## src/hw/rtl/erle_pkg.sv

```systemverilog
// Shared types and constants for the escape-byte run-length decoder.
package erle_pkg;

    // Field widths
    localparam int unsigned DATA_W  = 8;
    localparam int unsigned COUNT_W = 9;
    localparam int unsigned SIZE_W  = 16;

    // Packed output tdata width: value and count rounded up to whole bytes
    localparam int unsigned OUT_TDATA_W = ((DATA_W + COUNT_W + 7) / 8) * 8;

    // Image size after reset
    localparam logic [SIZE_W-1:0] IMAGE_BYTES_RESET = 16'd32000;

    // Parser phase
    typedef enum logic [2:0] {
        PH_HEADER = 3'd0,
        PH_SKIP   = 3'd1,
        PH_DATA   = 3'd2,
        PH_COUNT  = 3'd3,
        PH_VALUE  = 3'd4,
        PH_DONE   = 3'd5
    } phase_t;

    // One compressed input byte with its file marker
    typedef struct packed {
        logic [DATA_W-1:0] data_byte;
        logic              file_start;
    } item_t;

    // One decoded run
    typedef struct packed {
        logic [DATA_W-1:0]  out_value;
        logic [COUNT_W-1:0] repeat_count;
        logic               image_done;
    } result_t;

endpackage

```

## src/hw/rtl/escape_rle_byte_decoder_top.sv

```systemverilog
// Escape-byte run-length decoder: at most one run out per compressed byte.
// The decoder takes one compressed byte per clock while the output is taken: each byte passes
// an input register, the parser logic (escape compare, run clip against the remaining byte cap)
// and a result register. The first byte of a file (s_tuser high, or the first byte after reset)
// sets the escape value and the next byte is skipped; literal bytes come out with a count of one,
// escape/count/value triples as one run of count plus one. The result that fills the image,
// sized by cfg_data, is flagged with m_tlast; bytes after it are dropped until the next file
// start. A new size written on cfg_we applies from the next file start.
module escape_rle_byte_decoder_top
(
    input  logic        clk,
    input  logic        rst_n,
    // Configuration: image size in bytes
    input  logic        cfg_we,
    input  logic [15:0] cfg_data,
    // Compressed byte stream
    input  logic        s_tvalid,
    output logic        s_tready,
    input  logic [7:0]  s_tdata,     // [7:0] data_byte
    input  logic        s_tuser,     // [0] file_start
    // Decoded runs
    output logic        m_tvalid,
    input  logic        m_tready,
    output logic [23:0] m_tdata,     // [7:0] out_value, [16:8] repeat_count, [23:17] zero
    output logic        m_tlast      // image_done
);

    erle_pkg::item_t   in_item;
    erle_pkg::item_t   item;
    logic              item_valid;
    logic              fire;
    logic              slot_free;
    logic              res_valid;
    erle_pkg::result_t res;
    erle_pkg::result_t out_res;

    assign in_item.data_byte  = s_tdata;
    assign in_item.file_start = s_tuser;

    // Process the held byte when the result slot can take its outcome
    assign fire = item_valid && slot_free;

    erle_in_stage u_in_stage
    (
        .clk        (clk),
        .rst_n      (rst_n),
        .in_valid   (s_tvalid),
        .in_ready   (s_tready),
        .in_item    (in_item),
        .item_valid (item_valid),
        .item       (item),
        .item_take  (fire)
    );

    erle_parser u_parser
    (
        .clk       (clk),
        .rst_n     (rst_n),
        .cfg_we    (cfg_we),
        .cfg_data  (cfg_data),
        .fire      (fire),
        .item      (item),
        .res_valid (res_valid),
        .res       (res)
    );

    erle_out_stage u_out_stage
    (
        .clk       (clk),
        .rst_n     (rst_n),
        .load      (fire),
        .res_valid (res_valid),
        .res       (res),
        .slot_free (slot_free),
        .out_valid (m_tvalid),
        .out_ready (m_tready),
        .out_res   (out_res)
    );

    // Pack the run onto the output bus
    assign m_tdata = {(erle_pkg::OUT_TDATA_W - erle_pkg::DATA_W - erle_pkg::COUNT_W)'(0),
                      out_res.repeat_count, out_res.out_value};
    assign m_tlast = out_res.image_done;

endmodule

```

## src/hw/rtl/erle_in_stage.sv

```systemverilog
// Input register stage of the escape-byte run-length decoder.
module erle_in_stage
(
    input  logic                clk,
    input  logic                rst_n,
    input  logic                in_valid,
    output logic                in_ready,
    input  erle_pkg::item_t     in_item,
    output logic                item_valid,
    output erle_pkg::item_t     item,
    input  logic                item_take
);

    logic            valid_reg;
    logic            valid_next;
    erle_pkg::item_t item_reg;

    // Accept a new byte whenever the held one is empty or leaves this cycle
    assign in_ready = !valid_reg || item_take;

    always_comb
    begin
        valid_next = valid_reg;
        if (in_ready)
        begin
            valid_next = in_valid;
        end
    end

    // Hold the valid flag
    always_ff @(posedge clk or negedge rst_n)
    begin
        if (!rst_n)
        begin
            valid_reg <= 1'b0;
        end
        else
        begin
            valid_reg <= valid_next;
        end
    end

    // Capture the payload on each transfer
    always_ff @(posedge clk)
    begin
        if (in_valid && in_ready)
        begin
            item_reg <= in_item;
        end
    end

    assign item_valid = valid_reg;
    assign item       = item_reg;

endmodule

```

## src/hw/rtl/erle_parser.sv

```systemverilog
// Escape/count/value parser with the byte cap of the decoder.
module erle_parser
(
    input  logic                clk,
    input  logic                rst_n,
    input  logic                cfg_we,
    input  logic [15:0]         cfg_data,
    input  logic                fire,
    input  erle_pkg::item_t     item,
    output logic                res_valid,
    output erle_pkg::result_t   res
);

    erle_pkg::phase_t                   phase_reg;
    erle_pkg::phase_t                   phase_next;
    logic [erle_pkg::DATA_W-1:0]        escape_value_reg;
    logic [erle_pkg::DATA_W-1:0]        escape_value_next;
    logic [erle_pkg::COUNT_W-1:0]       pending_count_reg;
    logic [erle_pkg::COUNT_W-1:0]       pending_count_next;
    logic [erle_pkg::SIZE_W-1:0]        bytes_left_reg;
    logic [erle_pkg::SIZE_W-1:0]        bytes_left_next;
    logic [erle_pkg::SIZE_W-1:0]        image_bytes_reg;

    logic                               restart;
    logic                               emit;
    logic [erle_pkg::SIZE_W-1:0]        load_size;
    logic [erle_pkg::COUNT_W-1:0]       run_count;
    logic [erle_pkg::COUNT_W-1:0]       clip_count;
    logic [erle_pkg::SIZE_W-1:0]        left_after;

    // Image size register, picked up at the next file start
    always_ff @(posedge clk or negedge rst_n)
    begin
        if (!rst_n)
        begin
            image_bytes_reg <= erle_pkg::IMAGE_BYTES_RESET;
        end
        else if (cfg_we)
        begin
            image_bytes_reg <= cfg_data;
        end
    end

    // A zero size counts as one byte
    assign load_size = (image_bytes_reg == '0) ? erle_pkg::SIZE_W'(1) : image_bytes_reg;

    assign restart = item.file_start || (phase_reg == erle_pkg::PH_HEADER);

    // Clip the run to the space left and work out what remains
    assign run_count  = (phase_reg == erle_pkg::PH_VALUE) ? pending_count_reg
                                                          : erle_pkg::COUNT_W'(1);
    assign clip_count = (erle_pkg::SIZE_W'(run_count) > bytes_left_reg)
                        ? bytes_left_reg[erle_pkg::COUNT_W-1:0] : run_count;
    assign left_after = bytes_left_reg - erle_pkg::SIZE_W'(clip_count);

    // Decide whether this byte gives a result
    always_comb
    begin
        emit = 1'b0;
        if (!restart)
        begin
            unique case (phase_reg)
                erle_pkg::PH_DATA:  emit = (item.data_byte != escape_value_reg);
                erle_pkg::PH_VALUE: emit = 1'b1;
                default:            emit = 1'b0;
            endcase
        end
    end

    // Next phase
    always_comb
    begin
        phase_next = phase_reg;
        if (fire)
        begin
            if (restart)
            begin
                phase_next = erle_pkg::PH_SKIP;
            end
            else
            begin
                unique case (phase_reg)
                    erle_pkg::PH_SKIP:
                    begin
                        phase_next = erle_pkg::PH_DATA;
                    end
                    erle_pkg::PH_DATA:
                    begin
                        if (!emit)
                        begin
                            phase_next = erle_pkg::PH_COUNT;
                        end
                        else if (left_after == '0)
                        begin
                            phase_next = erle_pkg::PH_DONE;
                        end
                    end
                    erle_pkg::PH_COUNT:
                    begin
                        phase_next = erle_pkg::PH_VALUE;
                    end
                    erle_pkg::PH_VALUE:
                    begin
                        phase_next = (left_after == '0) ? erle_pkg::PH_DONE
                                                        : erle_pkg::PH_DATA;
                    end
                    default:
                    begin
                        phase_next = phase_reg;
                    end
                endcase
            end
        end
    end

    // Data state and result fields
    always_comb
    begin
        escape_value_next  = escape_value_reg;
        pending_count_next = pending_count_reg;
        bytes_left_next    = bytes_left_reg;
        if (fire)
        begin
            if (restart)
            begin
                escape_value_next  = item.data_byte;
                pending_count_next = '0;
                bytes_left_next    = load_size;
            end
            else
            begin
                if (phase_reg == erle_pkg::PH_COUNT)
                begin
                    pending_count_next = erle_pkg::COUNT_W'(item.data_byte) + 1'b1;
                end
                if (emit)
                begin
                    bytes_left_next = left_after;
                end
            end
        end
        res_valid        = emit;
        res.out_value    = item.data_byte;
        res.repeat_count = clip_count;
        res.image_done   = (left_after == '0);
    end

    // Advance the parser state on each processed byte
    always_ff @(posedge clk or negedge rst_n)
    begin
        if (!rst_n)
        begin
            phase_reg         <= erle_pkg::PH_HEADER;
            escape_value_reg  <= '0;
            pending_count_reg <= '0;
            bytes_left_reg    <= erle_pkg::IMAGE_BYTES_RESET;
        end
        else
        begin
            phase_reg         <= phase_next;
            escape_value_reg  <= escape_value_next;
            pending_count_reg <= pending_count_next;
            bytes_left_reg    <= bytes_left_next;
        end
    end

    // A run that fills the image ends the file
    a_done_phase: assert property (@(posedge clk) disable iff (!rst_n)
        fire && res_valid && res.image_done |=> phase_reg == erle_pkg::PH_DONE)
        else $error("image_done result did not end the file");

    // Every run writes at least one byte
    a_count_nonzero: assert property (@(posedge clk) disable iff (!rst_n)
        fire && res_valid |-> res.repeat_count != '0)
        else $error("empty run produced");

    // A finished image stays silent until a new file starts
    a_done_quiet: assert property (@(posedge clk) disable iff (!rst_n)
        fire && phase_reg == erle_pkg::PH_DONE && !item.file_start |-> !res_valid)
        else $error("result after image was full");

    // A file start always reloads the byte cap
    a_reload: assert property (@(posedge clk) disable iff (!rst_n)
        fire && item.file_start |=> bytes_left_reg != '0)
        else $error("byte cap not reloaded at file start");

endmodule

```

## src/hw/rtl/erle_out_stage.sv

```systemverilog
// Result register stage of the escape-byte run-length decoder.
module erle_out_stage
(
    input  logic                clk,
    input  logic                rst_n,
    input  logic                load,
    input  logic                res_valid,
    input  erle_pkg::result_t   res,
    output logic                slot_free,
    output logic                out_valid,
    input  logic                out_ready,
    output erle_pkg::result_t   out_res
);

    logic              valid_reg;
    logic              valid_next;
    erle_pkg::result_t res_reg;

    // The slot can take a result when empty or being drained this cycle
    assign slot_free = !valid_reg || out_ready;

    always_comb
    begin
        valid_next = valid_reg;
        if (load)
        begin
            valid_next = res_valid;
        end
        else if (out_ready)
        begin
            valid_next = 1'b0;
        end
    end

    // Hold the result valid flag
    always_ff @(posedge clk or negedge rst_n)
    begin
        if (!rst_n)
        begin
            valid_reg <= 1'b0;
        end
        else
        begin
            valid_reg <= valid_next;
        end
    end

    // Capture the result payload
    always_ff @(posedge clk)
    begin
        if (load && res_valid)
        begin
            res_reg <= res;
        end
    end

    assign out_valid = valid_reg;
    assign out_res   = res_reg;

endmodule
```

## config.mk

```make
export PLATFORM = sky130hd
export DESIGN_NAME = escape_rle_byte_decoder_top
export DESIGN_NICKNAME = d
export VERILOG_FILES = /design/src/hw/rtl/erle_pkg.sv /design/src/hw/rtl/escape_rle_byte_decoder_top.sv /design/src/hw/rtl/erle_in_stage.sv /design/src/hw/rtl/erle_parser.sv /design/src/hw/rtl/erle_out_stage.sv
export SDC_FILE = /design/constraint.sdc
export NUM_CORES = 1
export LEC_CHECK = 0
export ABC_AREA = 1
export BUFFER_PORTS_ARGS = -buffer_cell sky130_fd_sc_hd__buf_2
export CORE_AREA = 2 2 93 95
export DETAILED_ROUTE_END_ITERATION = 16
export DIE_AREA = 0 0 95 97
export MAX_ROUTING_LAYER = met4
export PLACE_DENSITY = 0.78
export SYNTH_ARGS = -nofsm -noshare
export SYNTH_HDL_FRONTEND = slang
export SYNTH_SLANG_ARGS = --single-unit
export TNS_END_PERCENT = 5
```

## constraint.sdc

```tcl
create_clock -name clk -period 11.8 [get_ports clk]
set_input_delay 2.36 -clock clk [delete_from_list [all_inputs] [get_ports clk]]
set_output_delay 2.36 -clock clk [all_outputs]
set_load 0.005 [all_outputs]
```

==> impl_metrics.env <==
export IMPL_cp_data_arrival_time_ns=2.80
export IMPL_placed_cell_count=747
export IMPL_timing_fmax_mhz=194
export IMPL_globalRouteMet1Util=0.356
export IMPL_syn_avg_cell_area_um2=7.87
export IMPL_synth_top_area_share=0.221
export IMPL_setup_viol_count_final=0
export IMPL_power_per_cell_area_mw_per_mm2=213
export IMPL_routed_wire_length_per_instance_um=14.4
export IMPL_vias_in_the_first_global_route=3939
export IMPL_hold_path_class="flip-flop to flip-flop"
export IMPL_timing_max_cap_violations=0
export IMPL_simple_logic_cell_fraction_of_the_synthesized_area=0.263
export IMPL_worst_setup_hold_path_clk_slew_ns=0.09
export IMPL_via_count=4110
export IMPL_tns_ns=0
export IMPL_synth_yosys_seq_area_share=0.458
export IMPL_area_growth_syn_to_layout_pct=10.7
export IMPL_postSynth_asyncResetShare=0.667
export IMPL_finalCoreUtilization=0.647
export IMPL_number_of_synthesized_register_bits=81
export IMPL_antenna_found_initial=0
export IMPL_cts_buffer_depth=2
export IMPL_cts_resized_gates=0
export IMPL_maxSlewViolCount=0
export IMPL_detailedPlace_worstSlack_ns=6.65
export IMPL_worstSetupStartpointType="primary input"
export IMPL_rsz0062_at_grt="no"
export IMPL_netlist_top_cells_area="sky130_fd_sc_hd__dfrtp_1 22%, sky130_fd_sc_hd__edfxtp_1 17%, sky130_fd_sc_hd__nand2_1 10%"
export IMPL_multiInputGateArea_mm2=0.00210
export IMPL_cts_inserted_buffers=9
export IMPL_drt_wl_total_um=11000
export IMPL_synth_most_common_cell="sky130_fd_sc_hd__nand2_1"
export IMPL_fill_cell_instance_count_of_the_final_layout=721
export IMPL_drive_above_1_share=0.166
export IMPL_viasPerCell=5.39
export IMPL_post_cts_setup_buffer_count=0
export IMPL_total_area_of_sequential_cells_mm2=0.00218
export IMPL_power_ir_vdd_worst_uv=117
export IMPL_critical_path_rt_ns=9.44
export IMPL_min_path_cells=0
export IMPL_portBuffers=49
export IMPL_instances_no_fill=763
export IMPL_synth_top_family_by_area="simple AND/OR/NAND/NOR gates"
export IMPL_final_hold_violation_count=0
export IMPL_worstMarginPinSlew_ns=0.718
export IMPL_muxShareOfSynthArea=0
export IMPL_final_period_utilization=0.437
export IMPL_fp_coreArea_mm2=0.00813
export IMPL_finalClockSkew_ns=0.0102
export IMPL_hpwlAfterDp_um=8280
export IMPL_num_rows=33
export IMPL_finalCriticalPeriod_ns=5.16
export IMPL_grtUsageTotal=0.261
export IMPL_timing_setup_critical_path_class="primary input to output port"
export IMPL_r2r_worst_path_cells=30
export IMPL_cts_sinks=81
export IMPL_leakage_nw=2.55
export IMPL_detail_route_iter0_violations=224
export IMPL_setup_worst_path_end_class="output port"
export IMPL_die_h_um=97
export IMPL_synthesis_area_mm2=0.00475
export IMPL_grtUsageMet3=0.0537
export IMPL_drt_pass1_iter_count=5
export IMPL_final_nets=695
export IMPL_synth_compound_gate_area_share=0.120
export IMPL_clock_latency_ns=0.36
export IMPL_ant_nets=0
export IMPL_synth_common_cells="133 x sky130_fd_sc_hd__nand2_1, 98 x sky130_fd_sc_hd__inv_1, 50 x sky130_fd_sc_hd__o21ai_0"
export IMPL_yosys_warnings=0
export IMPL_synthesis_instances=604
export IMPL_root_cell_of_the_clock_tree="sky130_fd_sc_hd__clkbuf_8"
export IMPL_ios=57
export IMPL_cts_htree_levels=3
export IMPL_synth_largest_area_cell="sky130_fd_sc_hd__dfrtp_1"
export IMPL_floorplan_initialDensity=0.585
export IMPL_globalRouteOverflowTotal=0
export IMPL_grt_first_pass_wirelength_um=18400
export IMPL_setup_ws_ns=6.64
export IMPL_critPathMaxFanout=3
export IMPL_die_area_mm2=0.00922
export IMPL_place_gp_congestion=0.936
export IMPL_largest_net_degree_at_the_start_of_global_routing=55
export IMPL_synth_enable_flop_cells=27
export IMPL_worst_slew_margin_rel=0.521
export IMPL_outcome="finished clean"
export IMPL_cts_hold_fix_buffers=0
export IMPL_adder_cell_fraction_of_synth_area=0.0332
export IMPL_grtUsageMet2=0.405
export IMPL_width_of_the_die_um=95
export IMPL_top_usage_layer="met2"
export IMPL_tritoncts_clock_tree="done"
export IMPL_route_detailed_drc=0
export IMPL_yosys_area_share_xor_xnor=0.0203
export IMPL_largest_register_ff_count=18
export IMPL_post_synth_num_cell_types=40
export IMPL_ys_flop_type="sky130_fd_sc_hd__dfrtp_1"
export IMPL_n_antenna_cell=0
[cells by family after synthesis]
group                      Yosys count
AOI/OAI and AO/OA                  102
xor gates and xnor gates            11
adders and majority gates           12
buffers and inverters              123
DFF                                 81
other                                1
and+or+nand+nor                    274
[final timing paths]
kind | from | endpoint | slack [ns]
worst min-delay path | u_in_stage.item[7] | u_out_stage.out_res[16] | 0.50
worst max-delay path | m_tready | s_tready | 6.64
worst min register to register | u_in_stage.item[7] | u_out_stage.out_res[16] | 0.50
worst max register to register | u_parser.phase_reg[1] | u_parser.phase_reg[2] | 6.68
min in group asynchronous | rst_n | u_parser.bytes_left_reg[9] | 2.11
max in group asynchronous | rst_n | u_parser.bytes_left_reg[2] | 9.19
[layout make-up]
cell class | instances | share of cell area
tap | 105 | 0.0250
sequential | 81 | 0.414
timing repair buffer | 53 | 0.0523
clock inverter | 6 | 0.0124
multi-input combinational | 406 | 0.400
clock buffer | 10 | 0.0243
inverter | 102 | 0.0728
[power by group]
part	switching, mW	internal [mW]	total, mW
combinational	0.329	0.161	0.490
sequential	0.0557	0.368	0.424
clock	0.109	0.0989	0.208
[placed cells by master, fill, tap and decap left out, drive strengths merged]
cell type	instances
a21boi	1
o22ai	4
nand3b	1
clkbuf	10
o21bai	1
dfstp	12
o311ai	1
ha	11
a211oi	2
nand2	145
buf	53
nand4	15
o32ai	2
a2bb2oi	1
xor2	9
nand3	52
a22oi	10
inv	103
edfxtp	27
a31oi	1
bufinv	1
xnor2	2
or2	1
fa	1
nor4	2
nor3	11
conb	7
a21oi	24
o21ai	55
clkinv	4
nor2	47
dfrtp	42
[worst max-delay path, stage by stage]
cell and delay, ns:
sky130_fd_sc_hd__buf_2 0.10, sky130_fd_sc_hd__inv_1 0.08, sky130_fd_sc_hd__nand3_1 0.11, sky130_fd_sc_hd__buf_2 0.15
[metrics by stage]
stage | cell area, um2 | hold slack [ns] | power [mW]
floorplan | 4780 | 0.450 | 0.784
global placement | 5070 | 0.474 | 0.894
detailed placement | 5070 | 0.470 | 0.908
CTS | 5260 | 0.493 | 1.12
global route | 5260 | 0.523 | 1.21
finish | 5260 | 0.497 | 1.12
[layer usage]
| metal | routed length (um) | part of all wire |
|---|---|---|
| met3 | 501 | 0.045 |
| met1 | 5150 | 0.47 |
| met4 | 138 | 0.013 |
| met2 | 5230 | 0.47 |
| met5 | 0 | 0 |
No activity file was read; power rests on OpenSTA's default activity.
